`config.mk`:
```
export PLATFORM = sky130hd
export DESIGN_NAME = tdtr_div
export DESIGN_NICKNAME = d
export VERILOG_FILES = /design/src/hdl/tdtr_pkg.sv /design/src/hdl/tdtr_div.sv
export SDC_FILE = /design/constraint.sdc
export NUM_CORES = 1
export LEC_CHECK = 0
export BUFFER_PORTS_ARGS = -buffer_cell sky130_fd_sc_hd__clkbuf_2
export CELL_PAD_IN_SITES_DETAIL_PLACEMENT = 1
export CELL_PAD_IN_SITES_GLOBAL_PLACEMENT = 2
export CORE_MARGIN = 5
export CORE_UTILIZATION = 30
export DETAILED_ROUTE_END_ITERATION = 12
export GPL_TIMING_DRIVEN = 0
export PLACE_DENSITY = 0.81
export SYNTH_ARGS = -nofsm -noshare
export SYNTH_HDL_FRONTEND = slang
export SYNTH_SLANG_ARGS = --single-unit
export TNS_END_PERCENT = 20
```
`constraint.sdc`:
```
create_clock -name clk -period 6.1 [get_ports clk]
set_clock_uncertainty 0.1 [all_clocks]
set_input_delay 0.915 -clock clk [delete_from_list [all_inputs] [get_ports clk]]
set_output_delay 0.915 -clock clk [all_outputs]
set_load 0.01 [all_outputs]
```
`src/hdl/tdtr_pkg.sv`:
```
// shared types and constants of the triangle depth test rasteriser
package tdtr_pkg;

  // default sizes of the depth store
  localparam int MAX_WIDTH_DEF  = 512;
  localparam int MAX_HEIGHT_DEF = 512;
  localparam int DEPTH_BITS_DEF = 24;

  // configuration register width and reset values
  localparam int CFG_BITS = 10;
  localparam logic [CFG_BITS-1:0] IMAGE_WIDTH_RST  = 10'd512;
  localparam logic [CFG_BITS-1:0] IMAGE_HEIGHT_RST = 10'd512;

  // configuration register indexes
  typedef enum logic [0:0] {
    REG_IMAGE_WIDTH  = 1'b0,
    REG_IMAGE_HEIGHT = 1'b1
  } cfg_reg_t;

  // width of the shared divider
  localparam int DIV_BITS = 64;

  // input word: triangle, candidate pixel and colour
  typedef struct packed {
    logic signed [15:0] v0_x;
    logic signed [15:0] v0_y;
    logic signed [23:0] v0_z;
    logic signed [15:0] v1_x;
    logic signed [15:0] v1_y;
    logic signed [23:0] v1_z;
    logic signed [15:0] v2_x;
    logic signed [15:0] v2_y;
    logic signed [23:0] v2_z;
    logic [8:0]         pixel_x;
    logic [8:0]         pixel_y;
    logic [31:0]        pixel_color;
  } in_word_t;

  // output word: pixel write
  typedef struct packed {
    logic               write_enable;
    logic [8:0]         out_x;
    logic [8:0]         out_y;
    logic [31:0]        out_color;
    logic signed [23:0] out_depth;
  } out_word_t;

endpackage

```
`src/hdl/tdtr_div.sv`:
```
// iterative restoring divider, one quotient bit per cycle
module tdtr_div (
  input  logic                          clk,
  input  logic                          rst,
  input  logic                          start,
  input  logic [tdtr_pkg::DIV_BITS-1:0] dividend,
  input  logic [tdtr_pkg::DIV_BITS-1:0] divisor,
  output logic                          done,
  output logic [tdtr_pkg::DIV_BITS-1:0] quotient
);

  localparam int DB = tdtr_pkg::DIV_BITS;
  localparam int CB = $clog2(DB);

  logic [DB-1:0] rem;
  logic [DB-1:0] quo;
  logic [DB-1:0] dvs;
  logic [CB-1:0] cnt;
  logic          busy;
  logic [DB:0]   rem_sh;
  logic [DB:0]   diff;

  // shift in the next dividend bit and trial subtract
  assign rem_sh = {rem, quo[DB-1]};
  assign diff   = rem_sh - {1'b0, dvs};

  // control
  always_ff @(posedge clk) begin
    if (rst) begin
      busy <= 1'b0;
      done <= 1'b0;
      cnt  <= '0;
    end else begin
      done <= 1'b0;
      if (start) begin
        busy <= 1'b1;
        cnt  <= '0;
      end else if (busy) begin
        cnt <= cnt + 1'b1;
        if (cnt == CB'(DB - 1)) begin
          busy <= 1'b0;
          done <= 1'b1;
        end
      end
    end
  end

  // datapath
  always_ff @(posedge clk) begin
    if (start) begin
      rem <= '0;
      quo <= dividend;
      dvs <= divisor;
    end else if (busy) begin
      if (!diff[DB]) begin
        rem <= diff[DB-1:0];
        quo <= {quo[DB-2:0], 1'b1};
      end else begin
        rem <= rem_sh[DB-1:0];
        quo <= {quo[DB-2:0], 1'b0};
      end
    end
  end

  assign quotient = quo;

endmodule

```
# Yosys cells after proc, flatten, opt, wreduce, memory -nomap -nowiden
# Cells that the tools add are included.
word_totals:
  out_inout_bits: 65
  wordCells: 21
  ff_bits: 200
  input_bits: 131
classes:
  bitwise_logic: 1
  mux: 8
  eq_ne: 1
  reduce_logical: 3
  add_sub_neg: 2
ops:
  columns: ["operator", "count"]
  rows:
  - ["64-bit 2-to-1 mux", 3]
  - ["65-bit by 64-bit subtractor with 65-bit output", 1]
  - ["6-bit by 1-bit adder with 6-bit output, second input constant", 1]
  - ["6-bit equality test, second input constant", 1]
  - ["1-bit 2-to-1 mux", 5]
  - ["3-bit OR reduction", 1]
  - ["2-bit nonzero test", 1]
  - ["2-bit OR reduction", 1]
  - ["1-bit NOT", 1]

# Depth between registers and ports, before layout
# Gate-level depths: netlist of run 1.
logic_depth:
  ltp_word: 4
  depth_mapped: 15
  ltp_nobuf: 13

# Least setup slack after synthesis of run 1
# OpenSTA, ideal clock, no wires.
synth_path:
  path_kind: "input to register"
  startpoint: "in start"
  endpoint: "reg quo[0], in the netlist quotient[0] (enable)"
  path_buffers: 2
  arrival_ps: 2742
  path_slack_ps: 2840
  setup_ps: 418
  stages: 4
  path_cell_list: "clkbuf_1 nor2_1 clkbuf_1 inv_1"
synth_between:
  elab_chain_len: 1
synth_lines:
  columns: ["item", "line_no", "text"]
  rows:
  - ["start: declaration", "tdtr_div.sv:5", "input logic start,"]
  - ["2-bit nonzero test (no source line)", null, null]
  - ["end signal: assignment", "tdtr_div.sv:52", "quo <= dividend;"]
  - ["end signal: assignment", "tdtr_div.sv:57", "quo <= {quo[DB-2:0], 1'b1};"]
  - ["end signal: assignment", "tdtr_div.sv:60", "quo <= {quo[DB-2:0], 1'b0};"]
  - ["end: declaration", "tdtr_div.sv:16", "logic [DB-1:0] quo;"]
# Every way passes these cells.
# A chain may end at the register's enable or synchronous reset.

# Worst setup path in the final report of run 1
layout_path:
  startpoint: "reg quo[63], in the netlist quotient[63]"
  endpoint: "reg rem[60]"
layout_between:
  elab_chain_len: 2
layout_lines:
  columns: ["item", "line_no", "text"]
  rows:
  - ["65-bit by 64-bit subtractor with 65-bit output", "tdtr_div.sv:25", "assign diff = rem_sh - {1'b0, dvs};"]
  - ["64-bit 2-to-1 mux", "tdtr_div.sv:55", "if (!diff[DB]) begin"]
  - ["end signal: assignment", "tdtr_div.sv:56", "rem <= diff[DB-1:0];"]
  - ["end signal: assignment", "tdtr_div.sv:59", "rem <= rem_sh[DB-1:0];"]
  - ["end: declaration", "tdtr_div.sv:15", "logic [DB-1:0] rem;"]
# Every way passes these cells.

==> impl_metrics.ini, run 1 <==
[outcome]
status = finished clean

[clock_network]
post_cts_buffers = 0
cts.sinks = 200
clockBufferDepth = 2
cts_root_buf = clkbuf_16
insertion_delay_ns = 0.48
cts_buffers = 17
cts_tree = built
path_clk_slew_ns = 0.09
cts_hold_buf = 0
ctsResizeCount = 0
htreeDepth = 4

[synth]
synthFlopType = edfxtp_1
syn_nets = 1381
ys_ff_latch = 200
ys_warn_count = 0
seq_area_frac_synth_pct = 44.3
synth_area_um2 = 11900
synth_edf_count = 128
netlist_instances = 1184
synth_async_sr_flop_share_pct = 0
syn_area_per_cell_um2 = 10.1
synth.distinct_cells = 77

[routing]
ant_nets = 0
viasPerCell = 5.00
drtIter0Drc = 378
firstDrtPassIters = 5
wl_mm = 36.8
drc = 0
wl_per_cell_um = 19.0
vias = 9682

[grt]
grt_pass1_vias = 10500
grt_pass1_wl_mm = 58.5
grt.overflow.total = 0
grt.total_usage_pct = 16.8
antenna_found_initial = 0
grt_max_degree = 43

[layout]
drive_gt1_share_pct = 25.4
areaGrowthSynthToFinish_pct = 19.3
final_common_cell = clkbuf_2
num_antenna_cells = 0
fillCellCount = 4542
layout_common_cells = clkbuf_2 (194), edfxtp_1 (128), nor2_1 (98), nand2_1 (92), a21oi_1 (79)
multiInputGateArea_um2 = 5980
finalNetCount = 1597
finalCoreUtilization_pct = 36.0
seq_area_um2 = 5290

[sta]
maxSlewHeadroom_pct = 27.7
setup_viol = 0
max_freq_ghz = 0.265
fin_crit_sh_pct = 61.8
slew_viol_final = 0
rsz0062_at_grt = false
fin_crit_ns = 3.77
hold_viol = 0
worstMarginPinSlew_ns = 1.08
worst_slack_ns = 2.33

[worst_setup_path]
cp_max_fo = 10
r2r_start = quotient[63]$_DFFE_PP_
cp_slowest_cell = fa_1
path_cells = inv_1, ha_1, fa_1, nand2b_1, a21oi_1, o211ai_1, a21o_1, a21oi_1, o311ai_2, a211oi_2, buf_6, buf_6, buf_4, o211ai_1, a32oi_1
cp-end-kind = register
crit_path_start_kind = register
r2r_slack_ns = 2.33
r2r_cells = 15
cp_data_arrival_time_ns = 4.08
crit_type = reg2reg
r2r-end = rem[60]$_SDFFE_PP0P_
cp_num_buf_inv = 4
worstPathRequired_ns = 6.41
crit_path_max_incr_delay_ns = 0.39
path_delay_family = compound AO/OA/AOI/OAI gates

[floorplan]
top_level_ports = 196
die_area_um2 = 43900
fp.coreArea_um2 = 39500
rows = 73
fp.dieH_um = 209
initial_core_util_pct = 30.2
dieWidth_um = 209

[placed_design]
dp_slack_ns = 1.73
gp_congestion = 0.850
dp_hpwl_mm = 28.5
port_buffers = 195

[flow_run]
max_cap_viol_count = 0

[min_path]
min_delay_worst_endpoint = cnt[5]$_SDFFE_PP0P_
holdCritStartpoint = cnt[5]$_SDFFE_PP0P_
hold_depth = 2
min_path_type = reg2reg

[power_and_ir_drop]
p_per_area_nw_per_um2 = 257
p_leak_nw = 5.95
peakVddDrop_uv = 212
## cells in the mapped netlist, types with 4 or more instances
| cell type | n | area (um^2) |
|---|---|---|
| o21a_1 | 10 | 75.1 |
| mux2_2 | 64 | 721 |
| nand2b_1 | 8 | 50.1 |
| nand4_1 | 26 | 163 |
| a21oi_2 | 5 | 43.8 |
| ha_1 | 65 | 813 |
| buf_6 | 8 | 90.1 |
| inv_1 | 75 | 282 |
| nor3_1 | 11 | 55.1 |
| nor2_1 | 98 | 368 |
| or3_1 | 7 | 43.8 |
| o21ai_1 | 7 | 35.0 |
| o211ai_1 | 5 | 37.5 |
| dfxtp_1 | 72 | 1440 |
| o221ai_1 | 4 | 35.0 |
| o21bai_1 | 9 | 67.6 |
| buf_4 | 5 | 37.5 |
| and3_1 | 8 | 50.1 |
| clkbuf_1 | 36 | 135 |
| nand3_1 | 17 | 85.1 |
| a211oi_1 | 45 | 338 |
| a21o_1 | 32 | 240 |
| a31oi_1 | 13 | 81.3 |
| xnor2_1 | 34 | 298 |
| mux2i_1 | 48 | 480 |
| or2_2 | 5 | 31.3 |
| nand2_1 | 92 | 345 |
| buf_2 | 23 | 115 |
| xor2_1 | 26 | 228 |
| o21ai_0 | 43 | 215 |
| or4_1 | 5 | 37.5 |
| a21oi_1 | 79 | 395 |
| edfxtp_1 | 128 | 3840 |
| nor2b_1 | 8 | 50.1 |
## flip-flops by register name, indices dropped and copies added (netlist names)
name	flops
dvs	64
quotient	64
rem	64
cnt	6
busy	1
done	1
## report_power, final
part	total [mW]	internal, mW	switching (mW)
registers	1.63	1.56	0.0667
clock network	1.21	0.595	0.614
logic	0.820	0.331	0.489
total	3.66	2.49	1.17
## metrics by stage
stage / cell area (um^2) / cells / hold slack (ns) / total power, mW / setup TNS, ns
2_1_floorplan: 11900 / 1184 / 0.342 / 2.19 / 0
3_3_place_gp: 13600 / 1904 / 0.366 / 2.46 / -1.91
3_5_place_dp: 13600 / 1906 / 0.374 / 2.48 / 0
4_1_cts: 14200 / 1938 / 0.391 / 3.72 / 0
5_1_grt: 14200 / 1938 / 0.425 / 3.86 / 0
6_report: 14200 / 1938 / 0.387 / 3.66 / 0
## tightest hold or removal path, delay by kind of cell, from the launching register on
kind | cells | cell delay (ns)
flip-flops | 1 | 0.32
AO/OA/AOI/OAI | 2 | 0.13
## per-layer routing
metal / GRT usage [%] / wire length, um / vias to the layer above / part of all wire [%]
met5: 0 / 0 / - / 0
met4: 3.85 / 439 / 0 / 1.2
met3: 5.31 / 2220 / 26 / 6.0
met2: 28.3 / 17800 / 223 / 48
met1: 21.0 / 16400 / 4678 / 44
li1: - / - / 4755 / -
## logic make-up after synthesis
family / count (synthesis) / share of synthesized area (%)
AO/OA/AOI/OAI: 295 / 16.7
XOR/XNOR: 60 / 4.40
adder cells (fa/ha/maj): 66 / 6.98
buffers and inverters: 148 / 5.56
flip-flops: 200 / 44.3
multiplexers: 113 / 10.2
AND/OR/NAND/NOR: 302 / 11.9
## how the worst max path moves through the flow
stage | startpoint | end | slack [ns] | cells past startpoint
final | quotient[63]$_DFFE_PP_ | rem[60]$_SDFFE_PP0P_ | 2.33 | 15
after detailed placement | start | quotient[11]$_DFFE_PP_ | 1.73 | 7
after global placement | start | quotient[37]$_DFFE_PP_ | -0.03 | 5
after global routing | quotient[63]$_DFFE_PP_ | rem[58]$_SDFFE_PP0P_ | 1.98 | 13
after floorplan | start | quotient[0]$_DFFE_PP_ | 2.84 | 4
after CTS | start | quotient[8]$_DFFE_PP_ | 2.27 | 7
## layout make-up
class,count,share of cell area [%]
Buffer,72,2.65
Clock buffer,17,2.99
Multi-Input combinational cell,836,42.0
Inverter,76,2.00
Clock inverter,15,1.41
Timing Repair Buffer,197,7.20
Sequential cell,200,37.1
Tap cell,525,4.61
Power figures use the tool's default switching activity.
==> inputs of run 2 (changes only) <==
--- a/config.mk
+++ b/config.mk
@@ -12,7 +12,7 @@
 export CORE_UTILIZATION = 30
 export DETAILED_ROUTE_END_ITERATION = 12
 export GPL_TIMING_DRIVEN = 0
-export PLACE_DENSITY = 0.81
+export PLACE_DENSITY = 0.83
 export SYNTH_ARGS = -nofsm -noshare
 export SYNTH_HDL_FRONTEND = slang
 export SYNTH_SLANG_ARGS = --single-unit
==> constraint.sdc (replaced) <==
create_clock -name clk -period 3.2 [get_ports clk]
set_clock_uncertainty 0.1 [all_clocks]
set_input_delay 0.48 -clock clk [delete_from_list [all_inputs] [get_ports clk]]
set_output_delay 0.48 -clock clk [all_outputs]
set_load 0.01 [all_outputs]
==> impl_metrics.ini, run 2 (synthesized netlist as in run 1, its figures left out) <==
[routing]
viasPerCell = 5.02
vias = 9855
drc = 0
ant_nets = 0
wl_per_cell_um = 19.2
wl_mm = 37.7
firstDrtPassIters = 4
drtIter0Drc = 435

[worst_setup_path]
crit_type = reg2reg
crit_path_start = dvs[21]$_DFFE_PP_
crit_path_start_kind = register
r2r_start = dvs[21]$_DFFE_PP_
cp_data_arrival_time_ns = 3.46
cp-end-kind = register
cp_max_fo = 7
worstPathRequired_ns = 3.40

[power_and_ir_drop]
p_leak_nw = 6.21
p_per_area_nw_per_um2 = 462
peakVddDrop_uv = 359
power.total_mw = 7.05
swShare_pct = 31.4
p_sw_mw = 2.22
power_frac_comb_pct = 25.2
pwr-share-seq_pct = 44.1
power.clock.fraction_pct = 30.7
p_int_mw = 4.83

[flow_run]
max_cap_viol_count = 0

[sta]
worstMarginPinSlew_ns = 1.29
fin_crit_sh_pct = 102
hold_viol = 0
whs_ns = 0.0916
maxSlewHeadroom_pct = 13.7
setup_viol = 16
slew_viol_final = 0
worst_slack_ns = -0.0580
fin_crit_ns = 3.26
max_freq_ghz = 0.307
rsz0062_at_grt = true
timing.setup.tns_ns = -0.499

[placed_design]
dp_slack_ns = -0.668
dp_hpwl_mm = 28.4
place_area_um2 = 13600
port_buffers = 195
placed_cells = 1906
gp_congestion = 0.869

[clock_network]
htreeDepth = 4
cts_hold_buf = 0
cts.sinks = 200
clockBufferDepth = 2
path_clk_slew_ns = 0.08
cts_tree = built
insertion_delay_ns = 0.46
cts_root_buf = clkbuf_16
cts_buffers = 17

[grt]
antenna_found_initial = 0
grt_max_degree = 43
grt.total_usage_pct = 17.0
grt_pass1_wl_mm = 59.4
grt.overflow.total = 0
grt_pass1_vias = 10600

[floorplan]
die_area_um2 = 43900
initial_core_util_pct = 30.2
top_level_ports = 196
fp.coreArea_um2 = 39500
rows = 73
fp.dieH_um = 209
dieWidth_um = 209

[layout]
design_area_um2 = 15200
final_common_cell = clkbuf_2
num_antenna_cells = 0
finalNetCount = 1621
areaGrowthSynthToFinish_pct = 27.8
layout_common_cells = clkbuf_2 (195), edfxtp_1 (128), nor2_1 (95), nand2_1 (89), dfxtp_1 (71)
seq_area_um2 = 5290
fillCellCount = 4494
finalCoreUtilization_pct = 38.5
fin_cells = 1962
multiInputGateArea_um2 = 6670
drive_gt1_share_pct = 34.4

[outcome]
violations = setup timing
status = finished, violations left

[min_path]
holdCritStartpoint = divisor[57]
min_path_type = in2reg
-- run 2: final timing paths --
kind	end	slack, ns	cells past startpoint
setup / recovery	rem[57]$_SDFFE_PP0P_	-0.06	12
hold / removal	dvs[57]$_DFFE_PP_	0.09	1
setup reg to reg	rem[57]$_SDFFE_PP0P_	-0.06	12
hold reg to reg	cnt[5]$_SDFFE_PP0P_	0.40	2
-- run 2: worst max-delay path, stage by stage (launching register included) --
cell and delay, ns:
edfxtp_1 0.34, inv_1 0.05, ha_1 0.28, buf_6 0.12, nand4_1 0.14, or3_4 0.38, o311a_4 0.38, a21oi_4 0.19
o21ai_4 0.09, or4_4 0.54, and3_4 0.19, o21ai_2 0.17, a311oi_2 0.12
-- run 2: area by class of cell --
| type | count | area share (%) |
|---|---|---|
| well taps | 525 | 4.31 |
| clock inverters | 13 | 0.878 |
| plain buffers | 59 | 2.86 |
| clock buffers | 19 | 2.84 |
| multi-input cells | 837 | 43.8 |
| repair buffers | 233 | 8.79 |
| flip-flops and latches | 200 | 34.7 |
| inverters | 76 | 1.89 |
-- run 2: layer usage --
| metal | track usage [%] | wire (um) | vias up |
|---|---|---|---|
| met5 | 0 | 0 | - |
| met4 | 4.16 | 591 | 0 |
| met3 | 4.83 | 2100 | 35 |
| met2 | 29.1 | 18200 | 226 |
| met1 | 21.3 | 16800 | 4791 |
| li1 | - | - | 4803 |
-- run 2: power groups by stage --
stage	Combinational, mW	Sequential (mW)	Clock (mW)
3_3_place_gp	1.53	3.16	0
4_1_cts	1.70	3.11	2.25
3_5_place_dp	1.57	3.16	0
2_1_floorplan	1.01	3.16	0
5_1_grt	1.96	3.13	2.35
6_report	1.78	3.11	2.16
-- run 2: repair_timing --
item / 4_1_cts / 5_1_grt
cloned: 3 / 0
buffers inserted: 27 / 9
endpoints found under the setup margin: 100 / 65
pin swaps: 89 / 35
gates resized for setup: 118 / 74
==> inputs of run 3 (changes only) <==
==> constraint.sdc (replaced) <==
create_clock -name clk -period 3.2 [get_ports clk]
set_clock_uncertainty 0.1 [all_clocks]
set_input_delay 0.16 -clock clk [delete_from_list [all_inputs] [get_ports clk]]
set_output_delay 0.16 -clock clk [all_outputs]
set_load 0.01 [all_outputs]
==> impl_metrics.ini, run 3 (synthesized netlist as in run 1, its figures left out) <==
[min_path]
min_path_type = in2reg

[routing]
drc = 0
wl_met2_mm = 19.8
met1Wirelength_mm = 17.6
top_layer_used = met4
ant_nets = 0
viasPerCell = 4.98
wl_met3_mm = 2.10
wl_mm = 40.1
drtIter0Drc = 368
vias = 10400
firstDrtPassIters = 5
wl_per_cell_um = 19.2

[sta]
worst_slack_ns = -0.0733
hold_viol = 0
max_freq_ghz = 0.306
fin_crit_sh_pct = 102
rsz0062_at_grt = true
worstMarginPinSlew_ns = 1.29
setup_viol = 29
timing.setup.tns_ns = -0.772
fin_crit_ns = 3.27
maxSlewHeadroom_pct = 13.7
slew_viol_final = 0

[layout]
final_common_cell = clkbuf_2
fillCellCount = 4452
fin_cells = 2092
finalNetCount = 1751
layout_common_cells = clkbuf_2 (194), edfxtp_1 (128), dlygate4sd3_1 (128), nor2_1 (95), nand2_1 (89)
drive_gt1_share_pct = 31.4
num_antenna_cells = 0
areaGrowthSynthToFinish_pct = 38.3

[worst_setup_path]
crit_type = reg2reg
cp-end-kind = register
path_delay_family = compound AO/OA/AOI/OAI gates
crit_path_max_incr_delay_ns = 0.38
cp_num_buf_inv = 4
crit_path_start_kind = register
cp_max_fo = 8
cp_data_arrival_time_ns = 3.56
worstPathRequired_ns = 3.48
path_cells = inv_2, ha_4, fa_2, nand2b_4, a21oi_4, o211ai_1, a21o_1, a21oi_4, o311ai_4, a211oi_4, buf_4, buf_12, buf_12, o211ai_1, a32oi_1
cp_slowest_cell = edfxtp_1

[flow_run]
max_cap_viol_count = 0

[grt]
antenna_found_initial = 0
grt_pass1_vias = 11300
grt_pass1_wl_mm = 63.1
grt.overflow.total = 0
grt_max_degree = 43
grt.total_usage_pct = 18.0

[outcome]
status = finished, violations left
violations = setup timing

[placed_design]
gp_congestion = 0.869
port_buffers = 195
dp_hpwl_mm = 28.4
placed_cells = 1906
dp_slack_ns = -0.638

[clock_network]
insertion_delay_ns = 0.46
cts.sinks = 200
cts_root_buf = clkbuf_16
cts_tree = built
htreeDepth = 4
clockBufferDepth = 2
cts_buffers = 17
path_clk_slew_ns = 0.08

[floorplan]
rows = 73
die_area_um2 = 43900
initial_core_util_pct = 30.2
top_level_ports = 196
fp.coreArea_um2 = 39500
dieWidth_um = 209
fp.dieH_um = 209

[power_and_ir_drop]
swShare_pct = 31.4
power.clock.fraction_pct = 30.0
pwr-share-seq_pct = 43.3
p_int_mw = 4.94
power.total_mw = 7.19
p_leak_nw = 6.75
peakVddDrop_uv = 342
power_frac_comb_pct = 26.7
p_sw_mw = 2.25
p_per_area_nw_per_um2 = 436
## run 3: cell count changes in the layout (fill, tap and decap cells not counted), moves of 2 or more
cell           before  now
ha_1               49   51
buf_4              35   39
dlygate4sd3_1       0  128
buf_6              13   11
ha_4               11    9
## run 3: power by group through the flow
stage | sequential [mW] | combinational, mW | clock, mW
final | 3.12 | 1.92 | 2.16
after global routing | 3.14 | 2.11 | 2.34
after CTS | 3.11 | 1.81 | 2.25
after detailed placement | 3.16 | 1.57 | 0
after global placement | 3.16 | 1.53 | 0
after floorplan | 3.16 | 1.01 | 0
## run 3: area by class of cell
type	count	area [um^2]	share of cell area, %
buffer	59	434	2.63
timing repair buffer	363	2630	15.9
multi-input combinational	837	6640	40.3
clock buffer	19	433	2.62
sequential	200	5290	32.0
inverter	76	285	1.73
tap	525	657	3.98
clock inverter	13	134	0.811
## run 3: worst paths after layout
check             slack, ns                   start  cells after the start                      to
setup reg to reg      -0.07  quotient[63]$_DFFE_PP_                     15    rem[60]$_SDFFE_PP0P_
hold reg to reg        0.39    rem[22]$_SDFFE_PP0P_                      2    rem[22]$_SDFFE_PP0P_
hold / removal         0.08            dividend[34]                      2  quotient[34]$_DFFE_PP_
setup / recovery      -0.07  quotient[63]$_DFFE_PP_                     15    rem[60]$_SDFFE_PP0P_
## run 3: repair_timing
| item | in CTS | in global routing |
|---|---|---|
| setup buffers | 27 | 12 |
| setup endpoints to repair | 65 | 65 |
| hold buffers | 128 | 0 |
| pin swaps | 85 | 38 |
| resized for setup | 107 | 81 |
| gates cloned | 3 | 0 |
| endpoints found under the hold margin | 128 | 0 |
## run 3: layer usage
layer / vias up / GRT usage, %
met5: - / 0
met2: 241 / 31.6
met4: 0 / 4.21
li1: 5064 / -
met1: 5069 / 22.4
met3: 35 / 4.48
## run 3: per-stage QoR
stage	hold WS [ns]	util (%)	cell area (um^2)
finish	0.0799	41.7	16500
global route	0.0183	41.7	16500
detailed placement	0.239	34.4	13600
global placement	0.238	34.3	13600
floorplan	0.132	-	11900
CTS	0.0399	40.8	16100
